--- config.mk ---
export PLATFORM = sky130hd
export DESIGN_NAME = solar_day_night_controller_top
export DESIGN_NICKNAME = d
export VERILOG_FILES = /design/src/design/sdnc_pkg.sv /design/src/design/solar_day_night_controller_top.sv
export SDC_FILE = /design/constraint.sdc
export NUM_CORES = 1
export LEC_CHECK = 0
export BUFFER_PORTS_ARGS = -buffer_cell sky130_fd_sc_hd__buf_2
export CAP_MARGIN = 25
export CORE_UTILIZATION = 40
export DETAILED_ROUTE_END_ITERATION = 10
export PLACE_DENSITY_LB_ADDON = 0.12
export RECOVER_POWER = 50
export SETUP_SLACK_MARGIN = 0.4
export SKIP_LAST_GASP = 1
export SLEW_MARGIN = 10
export SYNTH_ARGS = -nofsm -noshare
export SYNTH_HDL_FRONTEND = slang
export SYNTH_SLANG_ARGS = --single-unit
--- constraint.sdc ---
create_clock -name clk_i -period 6.85 [get_ports clk_i]
set_input_delay 1.37 -clock clk_i [delete_from_list [all_inputs] [get_ports clk_i]]
set_output_delay 1.37 -clock clk_i [all_outputs]
set_load 0.03 [all_outputs]
--- src/design/sdnc_pkg.sv ---
package sdnc_pkg;

  // ADC and compare widths
  localparam int AdcBits = 10;
  localparam int SumBits = AdcBits + 1;

  // configuration register indexes
  localparam logic [1:0] REG_DAWN_THRESHOLD   = 2'd0;
  localparam logic [1:0] REG_DUSK_THRESHOLD   = 2'd1;
  localparam logic [1:0] REG_DIODE_ON_MARGIN  = 2'd2;
  localparam logic [1:0] REG_DIODE_OFF_MARGIN = 2'd3;

  // mode codes as reported
  localparam logic [1:0] MODE_BOOT  = 2'd0;
  localparam logic [1:0] MODE_NIGHT = 2'd1;
  localparam logic [1:0] MODE_TRANS = 2'd2;
  localparam logic [1:0] MODE_DAY   = 2'd3;

  // LED driver commands
  localparam logic [1:0] CMD_KEEP  = 2'd0;
  localparam logic [1:0] CMD_OFF   = 2'd1;
  localparam logic [1:0] CMD_START = 2'd2;

  // LED driver status codes
  localparam logic [1:0] LED_OFF       = 2'd0;
  localparam logic [1:0] LED_STS_FAULT = 2'd2;

  // tick limits
  localparam logic signed [5:0] DawnLimit    = 6'sd20;
  localparam logic signed [5:0] DuskLimit    = -6'sd20;
  localparam logic signed [6:0] DayOnLimit   = 7'sd50;
  localparam logic signed [6:0] DayOffLimit  = -7'sd5;
  localparam logic [4:0]        OffsetLast   = 5'd29;
  localparam logic [10:0]       FaultSat     = 11'd1001;
  localparam logic [10:0]       FaultLimit   = 11'd1000;
  localparam logic [SumBits-1:0] IndMargin   = 11'd4;

  // controller state, one-hot
  typedef enum logic [3:0] {
    ST_BOOT  = 4'b0001,
    ST_NIGHT = 4'b0010,
    ST_TRANS = 4'b0100,
    ST_DAY   = 4'b1000
  } state_e;

  typedef struct packed {
    logic [AdcBits-1:0] panel_voltage;
    logic [AdcBits-1:0] charge_current;
    logic               low_battery;
    logic [1:0]         led_status;
  } in_t;

  typedef struct packed {
    logic [1:0] mode;
    logic       diode_enable;
    logic       charger_enable;
    logic       charge_indicator;
    logic [1:0] led_command;
  } out_t;

endpackage

--- src/design/solar_day_night_controller_top.sv ---
// Path: each input transaction is held in the input register, then its result in the result
// register; both hold while the output side stalls.
// Throughput: one transaction per cycle while the output side does not stall; the state update
// is a single compare-and-count pass between the input register and the result register.
// Reset (rst_ni low, asynchronous): boot mode, all counters, flags and thresholds zero,
// both pipeline stages empty.
module solar_day_night_controller_top (
  input  logic                             clk_i,
  input  logic                             rst_ni,
  input  logic                             in_valid_i,
  output logic                             in_stall_o,
  input  sdnc_pkg::in_t                    in_data_i,
  output logic                             out_valid_o,
  input  logic                             out_stall_i,
  output sdnc_pkg::out_t                   out_data_o,
  input  logic                             cfg_we_i,
  input  logic [1:0]                       cfg_idx_i,
  input  logic [sdnc_pkg::AdcBits-1:0]     cfg_wdata_i
);

  // configuration
  logic [sdnc_pkg::AdcBits-1:0] dawn_thr_q, dusk_thr_q, on_margin_q, off_margin_q;

  // pipeline
  logic           in_vld_q, out_vld_q, adv;
  sdnc_pkg::in_t  in_q;
  sdnc_pkg::out_t out_q, res_d;

  // controller state
  sdnc_pkg::state_e st_q, st_d;
  logic                         body_q, body_d;
  logic signed [5:0]            ddc_q, ddc_d;
  logic signed [6:0]            dayc_q, dayc_d;
  logic [4:0]                   ow_q, ow_d;
  logic                         need_q, need_d;
  logic [sdnc_pkg::AdcBits-1:0] off_q, off_d;
  logic [10:0]                  fw_q, fw_d;
  logic                         diode_q, diode_d, chg_q, chg_d, ind_q, ind_d;
  logic [1:0]                   cmd;

  // compares, one bit wider than the ADC
  logic [sdnc_pkg::SumBits-1:0] cc_w, on_sum, off_sum, ind_sum;
  logic                         dawn_hit, dusk_hit, on_hit, off_hit, ind_hit;

  assign adv        = in_vld_q && (!out_vld_q || !out_stall_i);
  assign in_stall_o = in_vld_q && !adv;
  assign out_valid_o = out_vld_q;
  assign out_data_o  = out_q;

  assign cc_w    = {1'b0, in_q.charge_current};
  assign on_sum  = {1'b0, off_q} + {1'b0, on_margin_q};
  assign off_sum = {1'b0, off_q} + {1'b0, off_margin_q};
  assign ind_sum = {1'b0, off_q} + sdnc_pkg::IndMargin;

  assign dawn_hit = in_q.panel_voltage > dawn_thr_q;
  assign dusk_hit = in_q.panel_voltage < dusk_thr_q;
  assign on_hit   = cc_w >= on_sum;
  assign off_hit  = cc_w <= off_sum;
  assign ind_hit  = cc_w >= ind_sum;

  // next state for the transaction in the input register
  always_comb begin
    st_d    = st_q;
    body_d  = body_q;
    ddc_d   = ddc_q;
    dayc_d  = dayc_q;
    ow_d    = ow_q;
    need_d  = need_q;
    off_d   = off_q;
    fw_d    = fw_q;
    diode_d = diode_q;
    chg_d   = chg_q;
    ind_d   = ind_q;
    cmd     = sdnc_pkg::CMD_KEEP;
    unique case (st_q)
      sdnc_pkg::ST_BOOT: begin
        st_d   = sdnc_pkg::ST_NIGHT;
        body_d = 1'b0;
      end
      sdnc_pkg::ST_NIGHT: begin
        if (!body_q) begin
          body_d  = 1'b1;
          diode_d = 1'b0;
          ind_d   = 1'b0;
        end else if (dawn_hit && ddc_q >= sdnc_pkg::DawnLimit) begin
          // dawn confirmed: leave night, command the LEDs off, normal LED logic skipped
          body_d = 1'b0;
          st_d   = sdnc_pkg::ST_TRANS;
          need_d = 1'b1;
          ow_d   = '0;
          cmd    = sdnc_pkg::CMD_OFF;
        end else begin
          ddc_d = dawn_hit ? ddc_q + 6'sd1 : 6'sd0;
          if (in_q.low_battery) begin
            if (in_q.led_status != sdnc_pkg::LED_STS_FAULT) cmd = sdnc_pkg::CMD_OFF;
          end else begin
            if (in_q.led_status == sdnc_pkg::LED_OFF) cmd = sdnc_pkg::CMD_START;
            if (in_q.led_status == sdnc_pkg::LED_STS_FAULT) begin
              // fault wait saturates; force off once it runs out
              if (fw_q < sdnc_pkg::FaultSat) fw_d = fw_q + 11'd1;
              if (fw_q >= sdnc_pkg::FaultLimit) cmd = sdnc_pkg::CMD_OFF;
            end else begin
              fw_d = '0;
            end
          end
        end
      end
      sdnc_pkg::ST_TRANS: begin
        if (!body_q) begin
          diode_d = 1'b0;
          if (need_q && ow_q < sdnc_pkg::OffsetLast) begin
            ow_d = ow_q + 5'd1;
          end else begin
            if (need_q) begin
              // settle time over: capture the current offset
              ow_d   = '0;
              off_d  = in_q.charge_current;
              need_d = 1'b0;
            end
            chg_d  = 1'b1;
            body_d = 1'b1;
          end
        end else if (dusk_hit && ddc_q <= sdnc_pkg::DuskLimit) begin
          body_d = 1'b0;
          st_d   = sdnc_pkg::ST_NIGHT;
          chg_d  = 1'b0;
        end else begin
          ddc_d = dusk_hit ? ddc_q - 6'sd1 : 6'sd0;
          if (on_hit && dayc_q >= sdnc_pkg::DayOnLimit) begin
            body_d  = 1'b0;
            st_d    = sdnc_pkg::ST_DAY;
            diode_d = 1'b1;
          end else begin
            dayc_d = on_hit ? dayc_q + 7'sd1 : 7'sd0;
            ind_d  = ind_hit;
          end
        end
      end
      sdnc_pkg::ST_DAY: begin
        if (!body_q) begin
          dayc_d = '0;
          body_d = 1'b1;
          ind_d  = 1'b1;
        end else if (off_hit) begin
          if (dayc_q <= sdnc_pkg::DayOffLimit) begin
            diode_d = 1'b0;
            body_d  = 1'b0;
            st_d    = sdnc_pkg::ST_TRANS;
            dayc_d  = '0;
          end else begin
            dayc_d = dayc_q - 7'sd1;
          end
        end else begin
          dayc_d = '0;
        end
      end
      default: begin
        st_d   = sdnc_pkg::ST_BOOT;
        body_d = 1'b0;
      end
    endcase
  end

  // result encoding
  always_comb begin
    unique case (st_d)
      sdnc_pkg::ST_NIGHT: res_d.mode = sdnc_pkg::MODE_NIGHT;
      sdnc_pkg::ST_TRANS: res_d.mode = sdnc_pkg::MODE_TRANS;
      sdnc_pkg::ST_DAY:   res_d.mode = sdnc_pkg::MODE_DAY;
      default:            res_d.mode = sdnc_pkg::MODE_BOOT;
    endcase
    res_d.diode_enable     = diode_d;
    res_d.charger_enable   = chg_d;
    res_d.charge_indicator = ind_d;
    res_d.led_command      = cmd;
  end

  // configuration writes
  always_ff @(posedge clk_i or negedge rst_ni) begin
    if (!rst_ni) begin
      dawn_thr_q   <= '0;
      dusk_thr_q   <= '0;
      on_margin_q  <= '0;
      off_margin_q <= '0;
    end else if (cfg_we_i) begin
      unique case (cfg_idx_i)
        sdnc_pkg::REG_DAWN_THRESHOLD:   dawn_thr_q   <= cfg_wdata_i;
        sdnc_pkg::REG_DUSK_THRESHOLD:   dusk_thr_q   <= cfg_wdata_i;
        sdnc_pkg::REG_DIODE_ON_MARGIN:  on_margin_q  <= cfg_wdata_i;
        sdnc_pkg::REG_DIODE_OFF_MARGIN: off_margin_q <= cfg_wdata_i;
        default: ;
      endcase
    end
  end

  // pipeline valids
  always_ff @(posedge clk_i or negedge rst_ni) begin
    if (!rst_ni) begin
      in_vld_q  <= 1'b0;
      out_vld_q <= 1'b0;
    end else begin
      if (!in_stall_o) in_vld_q <= in_valid_i;
      if (adv) out_vld_q <= 1'b1;
      else if (!out_stall_i) out_vld_q <= 1'b0;
    end
  end

  // pipeline payload
  always_ff @(posedge clk_i) begin
    if (in_valid_i && !in_stall_o) in_q <= in_data_i;
    if (adv) out_q <= res_d;
  end

  // controller state, updated once per transaction
  always_ff @(posedge clk_i or negedge rst_ni) begin
    if (!rst_ni) begin
      st_q    <= sdnc_pkg::ST_BOOT;
      body_q  <= 1'b0;
      ddc_q   <= '0;
      dayc_q  <= '0;
      ow_q    <= '0;
      need_q  <= 1'b0;
      off_q   <= '0;
      fw_q    <= '0;
      diode_q <= 1'b0;
      chg_q   <= 1'b0;
      ind_q   <= 1'b0;
    end else if (adv) begin
      st_q    <= st_d;
      body_q  <= body_d;
      ddc_q   <= ddc_d;
      dayc_q  <= dayc_d;
      ow_q    <= ow_d;
      need_q  <= need_d;
      off_q   <= off_d;
      fw_q    <= fw_d;
      diode_q <= diode_d;
      chg_q   <= chg_d;
      ind_q   <= ind_d;
    end
  end

endmodule

# Word-level counts from Yosys, hierarchy flattened
# Index checks and enable logic that the tools add are counted.
# Widths: inputs -> output; s select.
[word_totals] reg_bits=120 inputBits=40 output_inout_bits=9 elab_cells=178
[classes] addsub=9 n_lt_le_gt_ge=12 n_eq_ne=23 n_mux=74 bitwise_logic=5 n_reduce_logical=28
[op_table] operator="$mux 7" count=7
[op_table] operator="$mux 6" count=6
[op_table] operator="$mux 1" count=33
[op_table] operator="$mux 4" count=8
[op_table] operator="$mux 5" count=5
[op_table] operator="$reduce_and 6->1" count=4
[op_table] operator="$add 10x10->11" count=2
[op_table] operator="$ge 10x11->1" count=2
[op_table] operator="$mux 11" count=2
[op_table] operator="$ne 2x2->1 const B" count=9
[op_table] operator="$pmux 4 s4" count=1
[op_table] operator="$pmux 7 s2" count=1
[op_table] operator="$pmux 6 s2" count=1
[op_table] operator="$add 10x3->11 const B" count=1
[op_table] operator="$add 11x1->11 const B" count=1
[op_table] operator="$ge 11x10->1 const B" count=1
[op_table] operator="$le 10x11->1" count=1
[op_table] operator="$lt 11x10->1 const B" count=1
[op_table] operator="$gt 10x10->1" count=1
[op_table] operator="$lt 10x10->1" count=1
[op_table] operator="$pmux 5 s2" count=1
[op_table] operator="$reduce_and 2->1" count=5
[op_table] operator="$reduce_and 5->1" count=2
[op_table] operator="$pmux 1 s3" count=3
[op_table] operator="28 further kinds" count=52

# Logic depth before layout (Yosys ltp)
# Gate-level depths: netlist (run 1).
[logic_depth] depth_word=9 depth_mapped=17 ltp_nobuf=17

# Least setup slack after synthesis (run 1)
# Ideal clock, no wire load.
[synth_path] kind="reg-to-reg" startpoint="register off_q[1] in the netlist's numbering" endpoint="register out_q (netlist bit out_data_o[2]), data pin" setup_ns=0.272 arrival_time_ns=3.277 required_ns=6.578 slack_ns=3.301 stages_incl_launch_ff=15 n_path_buf=1 period_less_slack_ns=3.549 cell_sequence="dfrtp_1 -> ha_1 -> a21o_1 -> a21oi_1 -> o21bai_1 -> a21oi_1 -> o21ai_0 -> o311a_1 -> ha_1 -> a21o_1 -> a2bb2oi_1 -> clkbuf_1 -> nor2_1 -> o311ai_0 -> nand2_1"
[synth_via] elab_chain_cells=7 elab_cells_between_ends=9 classes_between="add/sub (2); order compare (2); mux (4); reduce/logical (1)"
[synth_rtl] item="start: declaration" line_no="solar_day_night_controller_top.sv:36" rtl="logic [sdnc_pkg::AdcBits-1:0] off_q, off_d;"
[synth_rtl] item="start signal: assignment" line_no="solar_day_night_controller_top.sv:223" rtl="off_q <= '0;"
[synth_rtl] item="start signal: assignment" line_no="solar_day_night_controller_top.sv:235" rtl="off_q <= off_d;"
[synth_rtl] item="$add 10x10->11" line_no="solar_day_night_controller_top.sv:51" rtl="assign on_sum = {1'b0, off_q} + {1'b0, on_margin_q};"
[synth_rtl] item="$ge 10x11->1" line_no="solar_day_night_controller_top.sv:57" rtl="assign on_hit = cc_w >= on_sum;"
[synth_rtl] item="$logic_and 1x1->1" line_no="solar_day_night_controller_top.sv:129" rtl="if (on_hit && dayc_q >= sdnc_pkg::DayOnLimit) begin"
[synth_rtl] item="$mux 1 (*)" line_no="solar_day_night_controller_top.sv:129"
[synth_rtl] item="$mux 1 (*)" line_no="solar_day_night_controller_top.sv:123" rtl="end else if (dusk_hit && ddc_q <= sdnc_pkg::DuskLimit) begin"
[synth_rtl] item="$mux 1 (*)" line_no="solar_day_night_controller_top.sv:109" rtl="if (!body_q) begin"
[synth_rtl] item="$pmux 1 s3 (*)" line_no="solar_day_night_controller_top.sv:75" rtl="unique case (st_q)"
[synth_rtl] item="via ind_d" line_no="solar_day_night_controller_top.sv:38" rtl="logic diode_q, diode_d, chg_q, chg_d, ind_q, ind_d;"
[synth_rtl] item="end signal: assignment" line_no="solar_day_night_controller_top.sv:211" rtl="if (adv) out_q <= res_d;"
[synth_rtl] item="end: declaration" line_no="solar_day_night_controller_top.sv:27" rtl="sdnc_pkg::out_t out_q, res_d;"
# The timed path passes the listed nets; every way through them passes the cells marked *.
# A chain may end at the register's enable or synchronous reset.

# Final worst setup path (run 1)
[layout_path] startpoint="register off_q[0] in the netlist's numbering" endpoint="register out_q (netlist bit out_data_o[2]), data pin"
# The elaborated chain is that of the path after synthesis.

==> impl_metrics.toml, run 1 <==
[clocking]
cts_root_buffer = "clkbuf_16"
cts_tree = "yes"
cts_buffer_depth = 2
cts.sinks = 120
post-cts-setup-buffers = 0
clkTransAtPathRegs_ns = 0.06
cts_buffers = 17
h-tree-depth = 4
cts_resized = 0
insertion_delay_ns = 0.42
cts_hold_buf = 0

[global_route]
grt.total_usage_pct = 19.7
grtUsageMet1_pct = 26.9
grt.met2_usage_pct = 31.5
grt_max_degree = 52
gr-max-usage-layer = "met2"
grt_pass1_wl_mm = 30.5
grt_remaining_overflow = 0
antenna_found_initial = 0
grt_pass1_vias = 6008
met3_usage_pct = 4.31

[setup_path]
cp_max_fo = 11
worstPathArrival_ns = 4.55
required_ns = 7.00
critPathKind = "register to register"
end_kind = "register"
critPathBufInv = 1
slowest_delay_ns = 0.78
cp_top_family = "compound AO/OA/AOI/OAI gates"
cpMaxStageDelayCell = "a2bb2oi_1"
critPathLaunchType = "register"
critical_path.cell_chain = "ha_1 -> inv_1 -> fa_1 -> nor2b_1 -> o31a_1 -> o21ai_0 -> nand2b_1 -> xnor2_1 -> ha_1 -> a21oi_1 -> o21ai_0 -> a21oi_1 -> a2bb2oi_1 -> nor2_1 -> o311ai_0 -> nand2_1"

[logic_synthesis]
syn_nets = 879
ys_ff_latch = 120
syn-cell-area_sq_um = 7730
synth_async_sr_flop_share_pct = 75.0
yosysSeqAreaShare_pct = 40.8
ys_warn_count = 0
ys.flop_type = "dfrtp_1"
synth.distinct_cells = 73
synth_edf_count = 30
syn_avg_cell_area_sq_um = 10.2
synth_cells = 758

[detailed_routing]
via_per_inst = 5.54
vias = 5994
drc = 0
avgRoutedWirePerCell_um = 16.9
drtAntennaViolNets = 0
wl_mm = 18.3
drtIter0Drc = 343
firstDrtPassIters = 5

[timing]
tightest_slew_ns = 2.47
finalCriticalPeriod_ns = 4.40
maxSlewViolCount = 41
setup_tns_ns = 0
relSlewSlack_pct = -64.4
fmax_mhz = 227
finalSetupViolations = 0
clock-skew-final_ns = 0.00998
rsz0062_at_grt = "no"
final_hold_viol_count = 0
finalCritPeriodShare_pct = 64.2

[run_status]
violations = "max-capacitance violations, max-slew violations"
status = "complete, but fails checks"

[placement]
dp_hpwl_mm = 13.6
globalplace.congestion = 0.806
io_buffers = 48

[floorplanning]
die-area_sq_um = 19900
core_sq_um = 18800
start_util_pct = 41.1
die_x_um = 141
die-height_um = 141
ios = 49
rows = 50

[power_and_ir_drop]
power.total_mw = 2.53
peakVddDrop_v = 0.000183
leakagePower_nw = 3.79
cellPowerDensity_nw_per_um2 = 288

[finish]
antenna_cells = 0
layout_commonest_cell = "dfrtp_1"
syn2layout_area_growth_pct = 13.7
fillers = 1792
fin_nets = 930
layout_common_cells = "dfrtp_1, ha_1, inv_1"
drive_gt1_share_pct = 16.4

[job]
max-cap-violations = 1

[min_path]
hold_path_class = "register to register"
## synthesized netlist by cell type (all sizes together), types with 3 or more instances
cell type,instances,area [sq um]
ha,79,988
mux2i,5,50.1
or3,9,56.3
a21boi,3,22.5
o221ai,4,35.0
mux2,41,462
o41ai,5,43.8
inv,53,199
dfrtp,89,2230
o21bai,7,52.6
o211ai,13,97.6
buf,5,25.0
nand4,11,68.8
nand3,21,105
nor2,28,108
nor4,4,25.0
a22oi,7,52.6
nor3,27,156
nand2,49,184
o21ai,47,239
a211oi,9,72.6
a2111oi,3,26.3
and3,6,37.5
o2111ai,4,41.3
or4,6,45.0
and4,3,26.3
a21oi,45,225
edfxtp,30,901
o31ai,15,136
or2,3,18.8
a21o,13,97.6
o22ai,3,18.8
nand2b,15,101
xor2,11,96.3
o21a,14,105
nor2b,9,56.3
nand3b,4,30.0
o311ai,3,26.3
clkbuf,14,53.8
xnor2,8,70.1
nor3b,4,30.0
## state kept, by name, indices dropped and copies added (netlist names), 10 cells and up
signal,count
dawn_thr_q,10
off_margin_q,10
off_q,10
in_q,13
dusk_thr_q,10
cc_w,10
fw_q,11
on_margin_q,10
## path summary, 6_finish.rpt
kind | slack (ns) | depth (start not counted) | endpoint | from
setup / recovery | 2.45 | 16 | out_data_o[2] | off_q[0]
hold / removal | 0.50 | 1 | out_valid_o | in_vld_q
setup reg to reg | 2.45 | 16 | out_data_o[2] | off_q[0]
hold reg to reg | 0.50 | 1 | out_valid_o | in_vld_q
max in group asynchronous | 3.41 | 2 | on_margin_q[9] | rst_ni
min in group asynchronous | 1.70 | 1 | dawn_thr_q[3] | rst_ni
## worst reg2reg max path, cell delays in order, from the launching register on
cell       delay, ns
dfrtp_1         0.39
ha_1            0.21
inv_1           0.07
fa_1            0.40
nor2b_1         0.19
o31a_1          0.24
o21ai_0         0.10
nand2b_1        0.09
xnor2_1         0.12
ha_1            0.27
a21oi_1         0.13
o21ai_0         0.09
a21oi_1         0.17
a2bb2oi_1       0.78
nor2_1          0.29
o311ai_0        0.48
nand2_1         0.11
## per-layer routing
| metal | vias to the layer above | routed length, um |
|---|---|---|
| li1 | 2960 | - |
| met1 | 2879 | 8960 |
| met2 | 144 | 8430 |
| met3 | 11 | 747 |
| met4 | 0 | 174 |
| met5 | - | 0 |
## through the flow
step / cell area, sq um / utilization [%] / hold slack, ns / setup slack [ns] / instances
after floorplan: 7730 / - / 0.445 / 3.30 / 758
after global placement: 8240 / 43.8 / 0.470 / 2.64 / 1049
after detailed placement: 8240 / 43.8 / 0.482 / 2.55 / 1049
after CTS: 8800 / 46.8 / 0.495 / 2.55 / 1081
after global routing: 8790 / 46.7 / 0.504 / 2.12 / 1082
final: 8790 / 46.7 / 0.497 / 2.45 / 1082
## cell families after synthesis
family	count (synthesis)	share of synthesized area [%]
xor gates and xnor gates	19	2.15
DFF	120	40.8
buffers and inverters	72	3.59
AOI/OAI and AO/OA	218	19.5
muxes	46	6.62
adders and majority gates	81	13.3
and+or+nand+nor	202	14.0
## report_power, final
part           switching [mW]  internal [mW]  leakage (nW)  total, mW
Sequential              0.135          0.855          1.43      0.990
Combinational           0.409          0.284          2.10      0.693
Clock                   0.356          0.492         0.270      0.848
Total                   0.900           1.63          3.79       2.53
## final cells by class
cell class                 instances  area [sq um]  share of cell area (%)
clock inverter                    14           114                    1.29
sequential                       120          3150                    35.9
multi-input combinational        566          4300                    48.9
clock buffer                      18           450                    5.12
tap                              260           325                    3.70
timing repair buffer              51           251                    2.86
inverter                          53           199                    2.26
No activity file was read; power rests on OpenSTA's default activity.
==> run 2: changes to the inputs <==
==> constraint.sdc (replaced) <==
create_clock -name clk_i -period 3.6 [get_ports clk_i]
set_input_delay 0.72 -clock clk_i [delete_from_list [all_inputs] [get_ports clk_i]]
set_output_delay 0.72 -clock clk_i [all_outputs]
set_load 0.03 [all_outputs]
==> run 2 against run 1 <==
- the run still ends with max-capacitance violations, max-slew violations left
- hold slack got worse by 0.028 ns
- routed wire length is 4.4% higher
- via count rose by 2.6%
- die area did not move
- critical path depth is 1 lower
- combinational power up 130%
- sequential cell count is the same
- non-clock buffer count grew 30
- register-to-register slack lost 2.3 ns
- cell count up 2.8%
- sequential share of layout area shrank 2.3 points
==> impl_metrics.toml, run 2 (synthesized netlist as in run 1, its figures left out) <==
[setup_path]
critPathLaunchType = "register"
cp_max_fo = 8
critPathKind = "register to register"
end_kind = "register"
slowest_delay_ns = 0.41
critical_path.cell_chain = "ha_1 -> a21o_1 -> a21oi_2 -> o21bai_1 -> a21oi_2 -> o21ai_2 -> mux2i_1 -> o2111a_1 -> ha_4 -> and3_4 -> a221o_1 -> o21ai_4 -> o311ai_2 -> a221oi_2 -> o22ai_1"
cp_top_family = "compound AO/OA/AOI/OAI gates"
cp_common_cell = "a21oi_2"
worstPathArrival_ns = 3.79
cpMaxStageDelayCell = "dfrtp_1"
critPathBufInv = 0
required_ns = 3.89

[timing]
setup_slack_ns = 0.101
finalCritPeriodShare_pct = 97.2
setup_tns_ns = 0
finalSetupViolations = 0
finalCriticalPeriod_ns = 3.50
final_hold_viol_count = 0
clock-skew-final_ns = 0.0128
rsz0062_at_grt = "yes"
fmax_mhz = 286
relSlewSlack_pct = -9.83
maxSlewViolCount = 62
holdWs_ns = 0.468
tightest_slew_ns = 1.65

[finish]
syn2layout_area_growth_pct = 21.6
fillers = 1739
multi_input_comb_area_sq_um = 4650
drive_gt1_share_pct = 26.3
max_flop_register = "in_q"
fin_nets = 960
reg_top3 = "in_q: 13 flops, fw_q: 11 flops"
largest_register_ffs = 13
antenna_cells = 0
layout_commonest_cell = "dfrtp_1"
layout_common_cells = "dfrtp_1, ha_1, inv_1"
seq_area_sq_um = 3160

[placement]
globalplace.congestion = 0.899
dpl_worst_slack_ns = -0.0756
io_buffers = 48
dp_hpwl_mm = 13.8

[detailed_routing]
firstDrtPassIters = 5
drc = 0
wl_mm = 19.1
avgRoutedWirePerCell_um = 17.2
vias = 6147
drtAntennaViolNets = 0
drtIter0Drc = 332
via_per_inst = 5.53

[clocking]
cts_root_buffer = "clkbuf_16"
cts.sinks = 120
cts_tree = "yes"
cts_hold_buf = 0
h-tree-depth = 4
cts_buffer_depth = 2
cts_buffers = 17
clkTransAtPathRegs_ns = 0.06
insertion_delay_ns = 0.43

[job]
max-cap-violations = 1

[global_route]
grt_remaining_overflow = 0
antenna_found_initial = 0
grt_max_degree = 62
grt.total_usage_pct = 20.4
grt_pass1_wl_mm = 31.6
grt_pass1_vias = 6248

[power_and_ir_drop]
switchingPower_mw = 1.81
peakVddDrop_v = 0.000351
cellPowerDensity_nw_per_um2 = 545
internal_power_mw = 3.31
power_frac_seq_pct = 36.9
leakagePower_nw = 3.98
power_frac_clock_pct = 32.7
p_comb_share_pct = 30.4
switching_share_pct = 35.4

[floorplanning]
core_sq_um = 18800
ios = 49
start_util_pct = 41.1
rows = 50
die-height_um = 141
die-area_sq_um = 19900
die_x_um = 141

[run_status]
violations = "max-capacitance violations, max-slew violations"
status = "complete, but fails checks"

[min_path]
hold_path_class = "input pin to register"
-- run 2: routing by layer --
layer / vias up / wire, um / track usage (%)
met5: - / 0 / 0
met3: 19 / 570 / 4.38
met4: 0 / 242 / 6.06
met2: 100 / 9120 / 33.2
met1: 3002 / 9190 / 27.3
li1: 3026 / - / -
-- run 2: power by group through the flow --
stage / Combinational [mW] / Clock (mW) / Sequential (mW)
floorplan: 1.04 / 0 / 1.81
global placement: 1.33 / 0 / 1.90
detailed placement: 1.35 / 0 / 1.90
CTS: 1.43 / 1.72 / 1.88
global route: 1.73 / 1.78 / 1.93
finish: 1.56 / 1.68 / 1.89
-- run 2: final cells by class --
cell class	instances	share of cell area [%]
Clock inverter	15	1.62
Multi-Input combinational cell	566	49.4
Timing Repair Buffer	81	5.26
Tap cell	260	3.46
Clock buffer	17	4.52
Inverter	53	2.12
Sequential cell	120	33.6
-- run 2: repair_timing --
| item | 4_1_cts | 5_1_grt |
|---|---|---|
| buffers inserted | 9 | 11 |
| gates resized for setup | 32 | 40 |
| pin swaps | 24 | 37 |
| endpoints found under the setup margin | 15 | 15 |
-- run 2: metrics by stage --
step           cells  power [mW]  cell area [sq um]  utilization (%)
3_5_place_dp    1060        3.25               8390             44.5
5_1_grt         1112        5.44               9400             49.9
2_1_floorplan    758        2.86               7800                -
3_3_place_gp    1060        3.23               8390             44.5
6_report        1112        5.13               9400             49.9
4_1_cts         1101        5.04               9150             48.6
-- run 2: final timing paths --
kind / slack (ns) / cells past startpoint / endpoint / start
hold / removal: 0.47 / 1 / in_q[18] / in_data_i[18]
setup reg to reg: 0.10 / 15 / dayc_q[3] / off_q[1]
setup / recovery: 0.10 / 15 / dayc_q[3] / off_q[1]
min in group asynchronous: 0.72 / 1 / dawn_thr_q[3] / rst_ni
hold reg to reg: 0.48 / 1 / ow_q[4] / ow_q[4]
max in group asynchronous: 1.31 / 2 / ow_q[3] / rst_ni
==> run 3: changes to the inputs <==
--- a/config.mk
+++ b/config.mk
@@ -7,7 +7,7 @@
 export LEC_CHECK = 0
 export BUFFER_PORTS_ARGS = -buffer_cell sky130_fd_sc_hd__buf_2
 export CAP_MARGIN = 25
-export CORE_UTILIZATION = 40
+export CORE_UTILIZATION = 45
 export DETAILED_ROUTE_END_ITERATION = 10
 export PLACE_DENSITY_LB_ADDON = 0.12
 export RECOVER_POWER = 50
==> run 3 against run 2 <==
- the flow still finishes with violations (max-capacitance violations, max-slew violations)
- global-route usage is 2.2 points higher
- highest routed layer unchanged
- clock skew decreased by 0.0050 ns
- largest power group unchanged
- non-clock buffer count is 2 higher
- design area shrank 1.3%
- critical path type unchanged
- fmax decreased by 1.5%
- die area down 11%
- register-to-register slack lost 0.05 ns
- clock-buffer cell count grew 1
==> impl_metrics.toml, run 3 (synthesized netlist as in run 1, its figures left out) <==
[run_status]
status = "complete, but fails checks"
violations = "max-capacitance violations, max-slew violations"

[setup_path]
cp_max_fo = 9
critPathBufInv = 1
critPathKind = "register to register"
slowest_delay_ns = 0.42
crit_cells = 16
critical_path.cell_chain = "ha_2 -> inv_2 -> fa_2 -> nor2b_2 -> o21ai_2 -> a21oi_2 -> or3_1 -> nand2_1 -> ha_1 -> nand4_1 -> a21oi_1 -> o31ai_1 -> nand3_1 -> a21oi_1 -> o221ai_1 -> a22oi_1"
end_kind = "register"
critPathLaunchType = "register"
cpMaxStageDelayCell = "nand3_1"
cp_common_cell = "a21oi_1"
worstPathArrival_ns = 3.88
cp_top_family = "compound AO/OA/AOI/OAI gates"
r2r_cells = 16
required_ns = 3.93

[finish]
multi_input_comb_area_sq_um = 4560
drive_gt1_share_pct = 24.9
antenna_cells = 0
layout_commonest_cell = "dfrtp_1"
finalNonFillerCells = 1075
max_flop_register = "in_q"
final_area_sq_um = 9280
syn2layout_area_growth_pct = 20.0
reg_top3 = "in_q: 13 flops, fw_q: 11 flops"
fillers = 1459
largest_register_ffs = 13
seq_area_sq_um = 3160
post-route-util_pct = 55.6
fin_nets = 963
layout_common_cells = "dfrtp_1, ha_1, inv_1"

[placement]
globalplace.congestion = 0.917
dpl_worst_slack_ns = -0.000792
io_buffers = 48
dp_cells = 1020
place_area_sq_um = 8340
dp_hpwl_mm = 13.5

[clocking]
insertion_delay_ns = 0.42
cts.sinks = 120
clkTransAtPathRegs_ns = 0.06
h-tree-depth = 4
cts_buffer_depth = 2
cts_root_buffer = "clkbuf_16"
cts_buffers = 17
cts_tree = "yes"

[global_route]
grt_pass1_vias = 6404
grt_max_degree = 68
grt.total_usage_pct = 22.6
grt_pass1_wl_mm = 31.4
grt_remaining_overflow = 0
antenna_found_initial = 0

[detailed_routing]
avgRoutedWirePerCell_um = 17.5
via_per_inst = 5.80
drtAntennaViolNets = 0
wl_mm = 18.8
vias = 6234
drc = 0
firstDrtPassIters = 5
drtIter0Drc = 433

[timing]
setup_tns_ns = 0
relSlewSlack_pct = -21.0
tightest_slew_ns = 1.82
finalSetupViolations = 0
rsz0062_at_grt = "yes"
maxSlewViolCount = 68
clock-skew-final_ns = 0.00777
setup_slack_ns = 0.0486
finalCritPeriodShare_pct = 98.6
finalCriticalPeriod_ns = 3.55
holdWs_ns = 0.471
final_hold_viol_count = 0
fmax_mhz = 282

[floorplanning]
die-height_um = 133
start_util_pct = 46.3
die_x_um = 133
die-area_sq_um = 17700
rows = 47
ios = 49
core_sq_um = 16700

[power_and_ir_drop]
leakagePower_nw = 4.00
peakVddDrop_v = 0.000341
cellPowerDensity_nw_per_um2 = 547
power.total_mw = 5.08

[min_path]
hold_path_class = "input pin to register"
min_path_cells = 1

[job]
max-cap-violations = 1
[run 3: layout make-up]
cell class | count | area share (%)
Multi-Input combinational cell | 567 | 49.1
Sequential cell | 120 | 34.0
Timing Repair Buffer | 83 | 5.38
Clock buffer | 18 | 4.63
Tap cell | 220 | 2.97
Inverter | 53 | 2.14
Clock inverter | 14 | 1.74
[run 3: worst register-to-register path, stage by stage (launching register included)]
cell and delay, ns:
dfrtp_1 0.40, ha_2 0.21, inv_2 0.06, fa_2 0.20, nor2b_2 0.05, o21ai_2 0.20
a21oi_2 0.10, or3_1 0.33, nand2_1 0.08, ha_1 0.24, nand4_1 0.11, a21oi_1 0.08
o31ai_1 0.36, nand3_1 0.42, a21oi_1 0.26, o221ai_1 0.14, a22oi_1 0.22
[run 3: path summary, 6_finish.rpt]
kind	end	startpoint	slack, ns
max	dayc_q[6]	off_margin_q[0]	0.05
min	cc_w[0]	in_data_i[3]	0.47
max reg2reg	dayc_q[6]	off_margin_q[0]	0.05
min reg2reg	ow_q[4]	ow_q[4]	0.48
max in group asynchronous	off_margin_q[4]	rst_ni	1.40
min in group asynchronous	off_q[2]	rst_ni	0.80
[run 3: report_power, final]
group	switching (mW)	internal [mW]	leakage, nW	total [mW]
registers	0.257	1.63	1.42	1.88
clock network	0.682	1.04	0.293	1.72
logic	0.851	0.622	2.29	1.47
total	1.79	3.29	4.00	5.08
[run 3: per-layer routing]
layer / GRT usage (%) / share of wire [%] / vias up
met3: 4.98 / 4.2 / 18
met5: 0 / 0 / -
met1: 29.9 / 47 / 3024
met4: 6.00 / 1.0 / 0
li1: - / - / 3036
met2: 37.4 / 48 / 156
[run 3: what timing repair did]
action | in CTS | in global routing
pin swaps | 21 | 10
gates resized for setup | 34 | 13
buffers inserted | 17 | 4
hold buffers | 0 | 0
setup endpoints to repair | 15 | 15
hold endpoints to repair | 0 | 0
cloned | 2 | 0
